[src/rtl/core/spk_pkg.sv]
// Shared types and constants for the Speck 64/128 block decrypt unit.
package spk_pkg;

    // Field widths fixed by the block format.
    localparam int WORD_W = 32;
    localparam int KIDX_W = 5;

    // Rotation amounts of the inverse round.
    localparam int ROT_R = 3;
    localparam int ROT_L = 8;

    // Operation codes of an input item.
    localparam logic OP_LOAD    = 1'b0;
    localparam logic OP_DECRYPT = 1'b1;

    // Input item.
    typedef struct packed {
        logic              operation;
        logic [KIDX_W-1:0] key_index;
        logic [WORD_W-1:0] key_word;
        logic [WORD_W-1:0] cipher_right;
        logic [WORD_W-1:0] cipher_left;
    } in_item_t;

    // Result item.
    typedef struct packed {
        logic [WORD_W-1:0] plain_right;
        logic [WORD_W-1:0] plain_left;
    } out_item_t;

    // Sequencer states, one-hot.
    typedef enum logic [1:0] {
        ST_IDLE = 2'b01,
        ST_RUN  = 2'b10
    } state_t;

endpackage

[src/rtl/core/spk_ram.sv]
// Generic single-port-write, single-port-read RAM with a registered read.
module spk_ram #(
    parameter int WIDTH = 32,
    parameter int DEPTH = 27
) (
    input  logic                                  aclk,
    input  logic                                  wr_en,
    input  logic [(DEPTH > 1 ? $clog2(DEPTH) : 1)-1:0] wr_addr,
    input  logic [WIDTH-1:0]                      wr_data,
    input  logic [(DEPTH > 1 ? $clog2(DEPTH) : 1)-1:0] rd_addr,
    output logic [WIDTH-1:0]                      rd_data
);

    logic [WIDTH-1:0] mem [DEPTH];

    // Write port and registered read port.
    always_ff @(posedge aclk) begin
        if (wr_en) begin
            mem[wr_addr] <= wr_data;
        end
        rd_data <= mem[rd_addr];
    end

endmodule

[src/rtl/core/speck64_128_block_decrypt_unit.sv]
// Top level of the Speck 64/128 block decrypt unit with its round key store.
// A load keeps the block idle; the next item is accepted in the following cycle.
// A decrypt item runs one round per cycle with one key read per round from the
// key RAM, but its last round waits while a previous result is still held. The
// result shows on m_valid as the block goes idle; only then is a new item taken.
// Reset clears the sequencer and the result valid; the key store keeps its contents.
module speck64_128_block_decrypt_unit #(
    parameter int ROUNDS = 27
) (
    input  logic              aclk,
    input  logic              aresetn,
    input  logic              s_valid,
    output logic              s_ready,
    input  spk_pkg::in_item_t s_item,
    output logic              m_valid,
    input  logic              m_ready,
    output spk_pkg::out_item_t m_item
);

    localparam int IDX_W = (ROUNDS > 1) ? $clog2(ROUNDS) : 1;
    localparam int CMP_W = spk_pkg::KIDX_W + 1;

    spk_pkg::state_t           state_reg, state_next;
    logic [IDX_W-1:0]          round_reg, round_next;
    logic [spk_pkg::WORD_W-1:0] right_reg, right_next;
    logic [spk_pkg::WORD_W-1:0] left_reg, left_next;
    logic                      out_valid_reg, out_valid_next;
    spk_pkg::out_item_t        out_item_reg, out_item_next;

    logic                      accept;
    logic                      key_wr_en;
    logic [IDX_W-1:0]          key_rd_addr;
    logic [spk_pkg::WORD_W-1:0] key_rd_data;
    logic [spk_pkg::WORD_W-1:0] round_right;
    logic [spk_pkg::WORD_W-1:0] round_left;
    logic [spk_pkg::WORD_W-1:0] diff;
    logic                      last_round;
    logic                      advance;

    assign s_ready = (state_reg == spk_pkg::ST_IDLE);
    assign accept  = s_valid && s_ready;

    // A load with an index beyond the key store is dropped.
    assign key_wr_en = accept && (s_item.operation == spk_pkg::OP_LOAD) &&
                       ({1'b0, s_item.key_index} < CMP_W'(ROUNDS));

    // Inverse round on the working words.
    assign round_right = {right_reg ^ left_reg} >> spk_pkg::ROT_R |
                         {right_reg ^ left_reg} << (spk_pkg::WORD_W - spk_pkg::ROT_R);
    assign diff        = (left_reg ^ key_rd_data) - round_right;
    assign round_left  = (diff << spk_pkg::ROT_L) | (diff >> (spk_pkg::WORD_W - spk_pkg::ROT_L));

    // The last round waits while the previous result is still held.
    assign last_round = (round_reg == '0);
    assign advance    = !(last_round && out_valid_reg && !m_ready);

    // Key read address: the top key is fetched while idle so it is ready for
    // the first round; the read address holds during a stall. The store is not
    // written while a decrypt runs, so no write meets a round key read.
    always_comb begin
        if (state_reg == spk_pkg::ST_IDLE) begin
            key_rd_addr = IDX_W'(ROUNDS - 1);
        end else if (advance && !last_round) begin
            key_rd_addr = round_reg - 1'b1;
        end else begin
            key_rd_addr = round_reg;
        end
    end

    spk_ram #(
        .WIDTH(spk_pkg::WORD_W),
        .DEPTH(ROUNDS)
    ) u_key_ram (
        .aclk   (aclk),
        .wr_en  (key_wr_en),
        .wr_addr(s_item.key_index[IDX_W-1:0]),
        .wr_data(s_item.key_word),
        .rd_addr(key_rd_addr),
        .rd_data(key_rd_data)
    );

    // Sequencer and output register.
    always_comb begin
        state_next     = state_reg;
        round_next     = round_reg;
        right_next     = right_reg;
        left_next      = left_reg;
        out_valid_next = out_valid_reg;
        out_item_next  = out_item_reg;

        if (out_valid_reg && m_ready) begin
            out_valid_next = 1'b0;
        end

        unique case (state_reg)
            spk_pkg::ST_IDLE: begin
                if (accept && (s_item.operation == spk_pkg::OP_DECRYPT)) begin
                    right_next = s_item.cipher_right;
                    left_next  = s_item.cipher_left;
                    round_next = IDX_W'(ROUNDS - 1);
                    state_next = spk_pkg::ST_RUN;
                end
            end
            spk_pkg::ST_RUN: begin
                if (advance) begin
                    right_next = round_right;
                    left_next  = round_left;
                    if (last_round) begin
                        out_item_next.plain_right = round_right;
                        out_item_next.plain_left  = round_left;
                        out_valid_next            = 1'b1;
                        state_next                = spk_pkg::ST_IDLE;
                    end else begin
                        round_next = round_reg - 1'b1;
                    end
                end
            end
            default: begin
                state_next = spk_pkg::ST_IDLE;
            end
        endcase
    end

    always_ff @(posedge aclk) begin
        if (!aresetn) begin
            state_reg     <= spk_pkg::ST_IDLE;
            round_reg     <= '0;
            right_reg     <= '0;
            left_reg      <= '0;
            out_valid_reg <= 1'b0;
        end else begin
            state_reg     <= state_next;
            round_reg     <= round_next;
            right_reg     <= right_next;
            left_reg      <= left_next;
            out_valid_reg <= out_valid_next;
        end
    end

    always_ff @(posedge aclk) begin
        out_item_reg <= out_item_next;
    end

    assign m_valid = out_valid_reg;
    assign m_item  = out_item_reg;

endmodule

[config.mk]
export PLATFORM = sky130hd
export DESIGN_NAME = speck64_128_block_decrypt_unit
export DESIGN_NICKNAME = d
export VERILOG_FILES = /design/src/rtl/core/spk_pkg.sv /design/src/rtl/core/spk_ram.sv /design/src/rtl/core/speck64_128_block_decrypt_unit.sv
export SDC_FILE = /design/constraint.sdc
export NUM_CORES = 1
export LEC_CHECK = 0
export CAP_MARGIN = 20
export CELL_PAD_IN_SITES_DETAIL_PLACEMENT = 0
export CELL_PAD_IN_SITES_GLOBAL_PLACEMENT = 1
export CORE_MARGIN = 1.5
export CORE_UTILIZATION = 50
export DETAILED_ROUTE_END_ITERATION = 7
export DONT_BUFFER_PORTS = 1
export GPL_ROUTABILITY_DRIVEN = 1
export PLACE_DENSITY_LB_ADDON = 0.1
export RECOVER_POWER = 100
export SYNTH_ARGS = -nofsm -noshare
export SYNTH_HDL_FRONTEND = slang
export SYNTH_HIERARCHICAL = 1
export SYNTH_SLANG_ARGS = --single-unit
export TNS_END_PERCENT = 100
[constraint.sdc]
create_clock -name aclk -period 5.3 [get_ports aclk]
set_input_delay 0.53 -clock aclk [delete_from_list [all_inputs] [get_ports aclk]]
set_output_delay 0.53 -clock aclk [all_outputs]
set_load 0.1 [all_outputs]
==> results.py, run 1 <==
metrics = {
    "sta": {
        "rsz0062_at_grt": "false",
        "number_of_pins_exceeding_their_max_slew_limit_in_the_final_report": 645,
        "tightest_slew_ns": 2.03,
        "final_min_period_over_clock_period_pct": 87.8,
        "achievable-frequency_ghz": 0.215,
        "finalHoldViolations": 0,
        "maxSlewHeadroom_pct": -35.0,
        "setup_total_negative_slack_ns": 0,
        "clock_skew_ns": 0.0227,
        "fin_crit_ns": 4.66,
        "report.final.setup_viol": 0,
    },
    "critical_path": {
        "cp_cell_sequence": "nand2b_1, inv_1, nand2_1, a311oi_1, or3b_2, nor2_1, clkbuf_2",
        "cp_slowest_stage_delay_ns": 1.00,
        "critical_path_cell_count": 7,
        "worst_path_dominant_cell_family": "simple AND/OR/NAND/NOR gates",
        "worst-endpoint-required_ns": 5.57,
        "timing.critical_path.from_type": "register",
        "worst_r2r_endpoint": "u_key_ram/mem[4][13]",
        "cp_slowest_cell": "sky130_fd_sc_hd__nor2_1",
        "worst_reg2reg_setup_slack_ns": 0.64,
        "worstSetupStartpoint": "state_reg[1]",
        "worst_ep_arrival_time_ns": 4.93,
        "endpoint_type_of_the_worst_setup_path": "register",
        "reg2reg_depth": 7,
        "critical_path.max_fanout": 18,
        "crit_buf_inv": 2,
        "setup.worst_path.class": "reg2reg",
        "worst_r2r_startpoint": "state_reg[1]",
        "end_of_the_critical_path": "u_key_ram/mem[4][13]",
    },
    "clock_tree": {
        "ctsHoldBuffers": 37,
        "clock-sinks": 1032,
        "clock_buffer_depth": 3,
        "clock_tree.htree_level_count": 3,
        "post_cts_setup_buffers": 0,
        "clk_latency_ns": 0.67,
        "root_buffer": "sky130_fd_sc_hd__clkbuf_16",
        "clock_tree_from_tritoncts": "built",
        "cts.clk_slew.worst_paths_ns": 0.06,
        "tritoncts_buffers": 105,
        "post_cts.resized_instances": 0,
    },
    "place": {
        "placed_cell_area_um2": 43100,
        "post-dp-hpwl_um": 57700,
        "gp_congestion": 0.886,
        "post-place-cells": 3194,
        "port_buffers": 0,
    },
    "drt": {
        "routedWlPerCell_um": 30.3,
        "drt_pass1_iterations": 5,
        "detail-route-antenna-nets": 0,
        "route.final.wire_length_um": 104000,
        "average_vias_per_placed_instance": 6.18,
        "dr_total_vias": 21200,
        "initialDrtViolationCount": 1935,
        "route.detailed.drc": 0,
    },
    "layout": {
        "post_route_cells_drive_above_1_share_pct": 24.5,
        "largest_reg_flops": 864,
        "nets": 2408,
        "antenna_cells": 0,
        "finalInstanceArea_um2": 47000,
        "layout_common_cells": "sky130_fd_sc_hd__edfxtp_1, sky130_fd_sc_hd__mux4_2, sky130_fd_sc_hd__nor2_1",
        "area_growth_pct": 13.3,
        "layout.cells.most_common": "sky130_fd_sc_hd__edfxtp_1",
        "instances_no_fill": 3430,
        "regMostFlops": "u_key_ram/mem",
    },
    "outcome": {
        "failing_checks": "max-capacitance violations, max-slew violations",
        "status": "finished with violations",
    },
    "floorplan": {
        "placeableCoreArea_um2": 82100,
        "fp.dieH_um": 291,
        "rows": 105,
        "ios": 172,
        "chipWidth_um": 291,
        "floorplan.die_area_um2": 84700,
        "initial_utilization_pct": 50.5,
    },
    "synth": {
        "syn-cell-area_um2": 41500,
        "synth_top_cell_area_share_pct": 67.2,
        "yosysSeqAreaShare_pct": 72.2,
        "synthArstFlopShare_pct": 0,
        "synth_edf_count": 928,
        "yosysUniqueCellTypes": 72,
        "dominantRegCellSynth": "sky130_fd_sc_hd__edfxtp_1",
        "ys_seq_elements": 1032,
        "syn_inst": 2185,
        "synthesis.nets": 2325,
        "yosys.area.top_type": "sky130_fd_sc_hd__edfxtp_1",
        "avgSynthCellArea_um2": 19.0,
        "synth-warning-count": 6,
        "synth_top_cells_by_area": "sky130_fd_sc_hd__edfxtp_1, sky130_fd_sc_hd__mux4_2, sky130_fd_sc_hd__dfxtp_1, sky130_fd_sc_hd__mux2_2, sky130_fd_sc_hd__nor2_1",
    },
    "power": {
        "power.clock.fraction_pct": 41.5,
        "p_seq_share_pct": 47.9,
        "netSwitchingPower_uw": 4450,
        "max-vdd-ir-drop_mv": 0.273,
        "design_power_total_uw": 19100,
        "p_sw_share_pct": 23.3,
        "power_per_cell_area_nw_per_um2": 407,
        "comb_power_share_pct": 10.6,
        "intPower_uw": 14700,
        "total_leakage_power_uw": 0.0150,
    },
    "global_route": {
        "global_route_wire_length_before_repair_um": 150000,
        "initial_antenna_violation_count": 3,
        "most_used_layer_global_route": "met2",
        "grt_start_max_net_pins": 97,
        "grt_overflow": 0,
        "grt_use_met3_pct": 3.54,
        "first_global_vias": 21600,
        "grt_util_met1_pct": 34.2,
        "globalRouteTotalUtil_pct": 24.7,
        "met2_usage_pct": 40.9,
    },
    "hold_path": {
        "hold_path.class": "in2reg",
    },
    "run": {
        "timing.max_cap.violations": 22,
    },
}
-- area by class of cell --
type | instances | area [µm²]
clock inverters | 64 | 880
well taps | 1070 | 1340
fillers | 6086 | 35100
multi-input cells | 997 | 10900
inverters | 42 | 158
repair buffers | 90 | 895
flip-flops and latches | 1032 | 29900
clock buffers | 135 | 2890
-- power by group through the flow --
stage | clock, µW | combinational, µW | sequential, µW
floorplan | 0 | 1460 | 9260
global placement | 0 | 1930 | 9330
detailed placement | 0 | 1940 | 9330
CTS | 8070 | 2060 | 9160
global route | 8380 | 2200 | 9160
finish | 7930 | 2020 | 9160
-- cell usage after synthesis, types with 3 or more instances --
| library cell | instances |
|---|---|
| sky130_fd_sc_hd__edfxtp_1 | 928 |
| sky130_fd_sc_hd__mux4_2 | 256 |
| sky130_fd_sc_hd__nor2_1 | 134 |
| sky130_fd_sc_hd__dfxtp_1 | 104 |
| sky130_fd_sc_hd__a21oi_1 | 99 |
| sky130_fd_sc_hd__nand2_1 | 77 |
| sky130_fd_sc_hd__mux2_2 | 64 |
| sky130_fd_sc_hd__xnor2_1 | 54 |
| sky130_fd_sc_hd__clkbuf_1 | 53 |
| sky130_fd_sc_hd__inv_1 | 42 |
| sky130_fd_sc_hd__xor2_1 | 42 |
| sky130_fd_sc_hd__o21ai_0 | 34 |
| sky130_fd_sc_hd__ha_1 | 33 |
| sky130_fd_sc_hd__a211oi_1 | 32 |
| sky130_fd_sc_hd__buf_2 | 22 |
| sky130_fd_sc_hd__buf_6 | 17 |
| sky130_fd_sc_hd__nand3_1 | 13 |
| sky130_fd_sc_hd__buf_1 | 11 |
| sky130_fd_sc_hd__a21o_1 | 10 |
| sky130_fd_sc_hd__buf_4 | 9 |
| sky130_fd_sc_hd__nor3_1 | 9 |
| sky130_fd_sc_hd__o21ai_1 | 9 |
| sky130_fd_sc_hd__nand4_1 | 8 |
| sky130_fd_sc_hd__o211ai_1 | 8 |
| sky130_fd_sc_hd__or3_1 | 8 |
| sky130_fd_sc_hd__a31oi_1 | 7 |
| sky130_fd_sc_hd__nand2b_1 | 7 |
| sky130_fd_sc_hd__o211a_1 | 7 |
| sky130_fd_sc_hd__a311oi_1 | 6 |
| sky130_fd_sc_hd__mux2i_1 | 6 |
| sky130_fd_sc_hd__nand3b_1 | 6 |
| sky130_fd_sc_hd__a21oi_2 | 5 |
| sky130_fd_sc_hd__and2_1 | 5 |
| sky130_fd_sc_hd__nor2b_1 | 4 |
| sky130_fd_sc_hd__o21a_1 | 4 |
| sky130_fd_sc_hd__a21boi_0 | 3 |
| sky130_fd_sc_hd__and3_1 | 3 |
| sky130_fd_sc_hd__o21ai_2 | 3 |
| sky130_fd_sc_hd__o21bai_1 | 3 |
| sky130_fd_sc_hd__or3b_2 | 3 |
-- how the worst min path moves through the flow --
stage	depth (start not counted)	startpoint	endpoint	slack [ns]
2_1_floorplan	1	round_reg[0]	round_reg[0]	0.45
3_3_place_gp	1	round_reg[0]	round_reg[0]	0.49
3_5_place_dp	1	round_reg[0]	round_reg[0]	0.50
4_1_cts	2	s_item[15]	left_reg[15]	0.0007
5_1_grt	2	aresetn	round_reg[0]	0.03
6_report	2	aresetn	round_reg[0]	0.03
-- logic make-up after synthesis --
group           Yosys count  synth area share [%]
mux                     326                  15.8
flops                  1032                  72.2
xor+xnor                 96                  2.03
compound gates          252                  3.96
buf+inv                 156                  1.88
simple gates            289                  3.12
fa+ha+maj                34                  1.04
-- worst reg2reg max path: cells and delay by family (launching register included) --
family                 cells  cell delay (ns)
and+or+nand+nor            4             2.07
DFF                        1             0.32
AOI/OAI and AO/OA          1             0.82
buffers and inverters      2             1.06
-- through the flow --
| step | util, % | hold WS [ns] | worst slack (ns) |
|---|---|---|---|
| CTS | 57.5 | 0.000704 | 1.36 |
| global placement | 52.5 | 0.489 | 1.41 |
| finish | 57.2 | 0.0334 | 0.645 |
| detailed placement | 52.5 | 0.495 | 1.36 |
| floorplan | - | 0.448 | 1.22 |
| global route | 57.2 | 0.0322 | 0.636 |
-- layer usage --
metal  wire [µm]  part of all wire (%)
met1       43800                    42
met2       51200                    49
met3        5980                   5.8
met4        2830                   2.7
met5          38                 0.037
Power figures use the tool's default switching activity.
==> run 2: changes to the inputs <==
- CORE_MARGIN: 1.5 -> 2
- clock period: 5.3 -> 4.1 ns (I/O delays scaled with it)
==> results.py, run 2 (synthesized netlist as in run 1, its figures left out) <==
metrics = {
    "outcome": {
        "status": "finished with violations",
        "failing_checks": "max-capacitance violations, max-slew violations",
    },
    "floorplan": {
        "fp.dieH_um": 292,
        "rows": 105,
        "ios": 172,
        "initial_utilization_pct": 50.5,
        "placeableCoreArea_um2": 82100,
        "chipWidth_um": 292,
        "floorplan.die_area_um2": 85300,
    },
    "hold_path": {
        "worst_hold_startpoint": "aresetn",
        "worstHoldPathCells": 2,
        "hold_path.class": "in2reg",
        "hold-path-endpoint": "left_reg[28]",
    },
    "sta": {
        "final_min_period_over_clock_period_pct": 93.9,
        "rsz0062_at_grt": "false",
        "report.final.setup_viol": 0,
        "tightest_slew_ns": 2.00,
        "maxSlewHeadroom_pct": -33.6,
        "fin_crit_ns": 3.85,
        "finalHoldViolations": 0,
        "number_of_pins_exceeding_their_max_slew_limit_in_the_final_report": 384,
        "setup_total_negative_slack_ns": 0,
        "clock_skew_ns": 0.0245,
        "fin_worst_hold_slack_ns": 0.0503,
        "achievable-frequency_ghz": 0.260,
    },
    "global_route": {
        "globalRouteTotalUtil_pct": 25.0,
        "grt_overflow": 0,
        "grt_start_max_net_pins": 92,
        "grt_use_met3_pct": 3.48,
        "grt_util_met1_pct": 35.0,
        "global_route_wire_length_before_repair_um": 152000,
        "met2_usage_pct": 41.3,
        "initial_antenna_violation_count": 3,
        "most_used_layer_global_route": "met2",
        "first_global_vias": 21500,
    },
    "layout": {
        "area_growth_pct": 13.3,
        "finalInstanceArea_um2": 47000,
        "largest_reg_flops": 864,
        "regMostFlops": "u_key_ram/mem",
        "post_route_cells_drive_above_1_share_pct": 23.8,
        "nets": 2446,
        "layout_common_cells": "sky130_fd_sc_hd__edfxtp_1, sky130_fd_sc_hd__mux4_2, sky130_fd_sc_hd__nor2_1",
        "layout.cells.most_common": "sky130_fd_sc_hd__edfxtp_1",
    },
    "critical_path": {
        "critical_path.max_fanout": 32,
        "cp_slowest_cell": "sky130_fd_sc_hd__clkbuf_2",
        "worst_r2r_startpoint": "state_reg[1]",
        "timing.critical_path.from_type": "register",
        "setup.worst_path.class": "reg2reg",
        "worst_reg2reg_setup_slack_ns": 0.25,
        "endpoint_type_of_the_worst_setup_path": "register",
        "worst-endpoint-required_ns": 4.34,
        "cp_cell_sequence": "nand2b_1, inv_1, nand2_1, a311oi_1, clkbuf_1, nand3b_1, clkbuf_1, nor2_4, clkbuf_2",
        "cp_slowest_stage_delay_ns": 1.14,
        "path_common_cell": "sky130_fd_sc_hd__clkbuf_1",
        "worst_r2r_endpoint": "u_key_ram/mem[1][5]",
        "reg2reg_depth": 9,
        "worst_ep_arrival_time_ns": 4.09,
    },
    "clock_tree": {
        "clock_buffer_depth": 3,
        "clock_tree_from_tritoncts": "built",
        "clock-sinks": 1032,
        "tritoncts_buffers": 107,
        "clock_tree.htree_level_count": 3,
        "root_buffer": "sky130_fd_sc_hd__clkbuf_16",
        "cts.clk_slew.worst_paths_ns": 0.06,
        "clk_latency_ns": 0.67,
        "post_cts_setup_buffers": 0,
    },
    "drt": {
        "drt_pass1_iterations": 8,
        "dr_total_vias": 21200,
        "route.detailed.drc": 0,
        "initialDrtViolationCount": 2015,
        "detail-route-antenna-nets": 0,
        "average_vias_per_placed_instance": 6.12,
        "routedWlPerCell_um": 30.5,
        "route.final.wire_length_um": 106000,
    },
    "place": {
        "port_buffers": 0,
        "placed_cell_area_um2": 43400,
        "gp_congestion": 0.906,
        "post-dp-hpwl_um": 59500,
    },
    "power": {
        "total_leakage_power_uw": 0.0151,
        "power_per_cell_area_nw_per_um2": 512,
        "max-vdd-ir-drop_mv": 0.353,
    },
    "run": {
        "timing.max_cap.violations": 10,
    },
}
==> run 2: report_power, final <==
group,switching [µW],internal [µW]
logic,1610,1060
clock network,3960,5610
registers,182,11700
==> run 2: repair_timing <==
item | CTS | global route
gates resized for setup | 0 | 0
endpoints found under the hold margin | 898 | 0
hold buffers | 52 | 0
==> run 2: routing by layer <==
layer  share of wire (%)  up-vias
met4                 2.6        4
li1                    -     9032
met2                  49      806
met1                  41    11200
met5               0.022        -
met3                 6.6      154
==> run 2: cell type report <==
class                           instances  area, µm²
Tap cell                             1070       1340
Inverter                               42        158
Sequential cell                      1032      29900
Clock buffer                          143       2950
Timing Repair Buffer                  126       1190
Clock inverter                         57        553
Multi-Input combinational cell        997      10900
Antenna cell                            2       5.00
Fill cell                            6129      35100
==> run 2: worst max path at each step <==
| stage | from | endpoint |
|---|---|---|
| 2_1_floorplan | state_reg[1] | u_key_ram/mem[20][0] |
| 3_3_place_gp | round_reg[0] | u_key_ram/rd_data[20] |
| 3_5_place_dp | round_reg[0] | u_key_ram/rd_data[20] |
| 4_1_cts | round_reg[0] | u_key_ram/rd_data[20] |
| 5_1_grt | state_reg[1] | u_key_ram/mem[14][11] |
| 6_report | state_reg[1] | u_key_ram/mem[1][5] |
==> run 2: metrics by stage <==
step | std cells | setup WS [ns] | util (%) | total power [µW]
2_1_floorplan | 2185 | 0.0187 | - | 13900
3_3_place_gp | 3215 | 0.481 | 52.9 | 14600
3_5_place_dp | 3215 | 0.377 | 52.9 | 14600
4_1_cts | 3467 | 0.355 | 57.8 | 24300
5_1_grt | 3467 | 0.123 | 57.3 | 24900
6_report | 3469 | 0.250 | 57.3 | 24100
==> run 2: critical path: cells and delay by family, from the launching register on <==
family                 cells  cell delay (ns)
AO/OA/AOI/OAI              1             0.38
buffers and inverters      4             2.06
flip-flops                 1             0.31
AND/OR/NAND/NOR            4             0.66
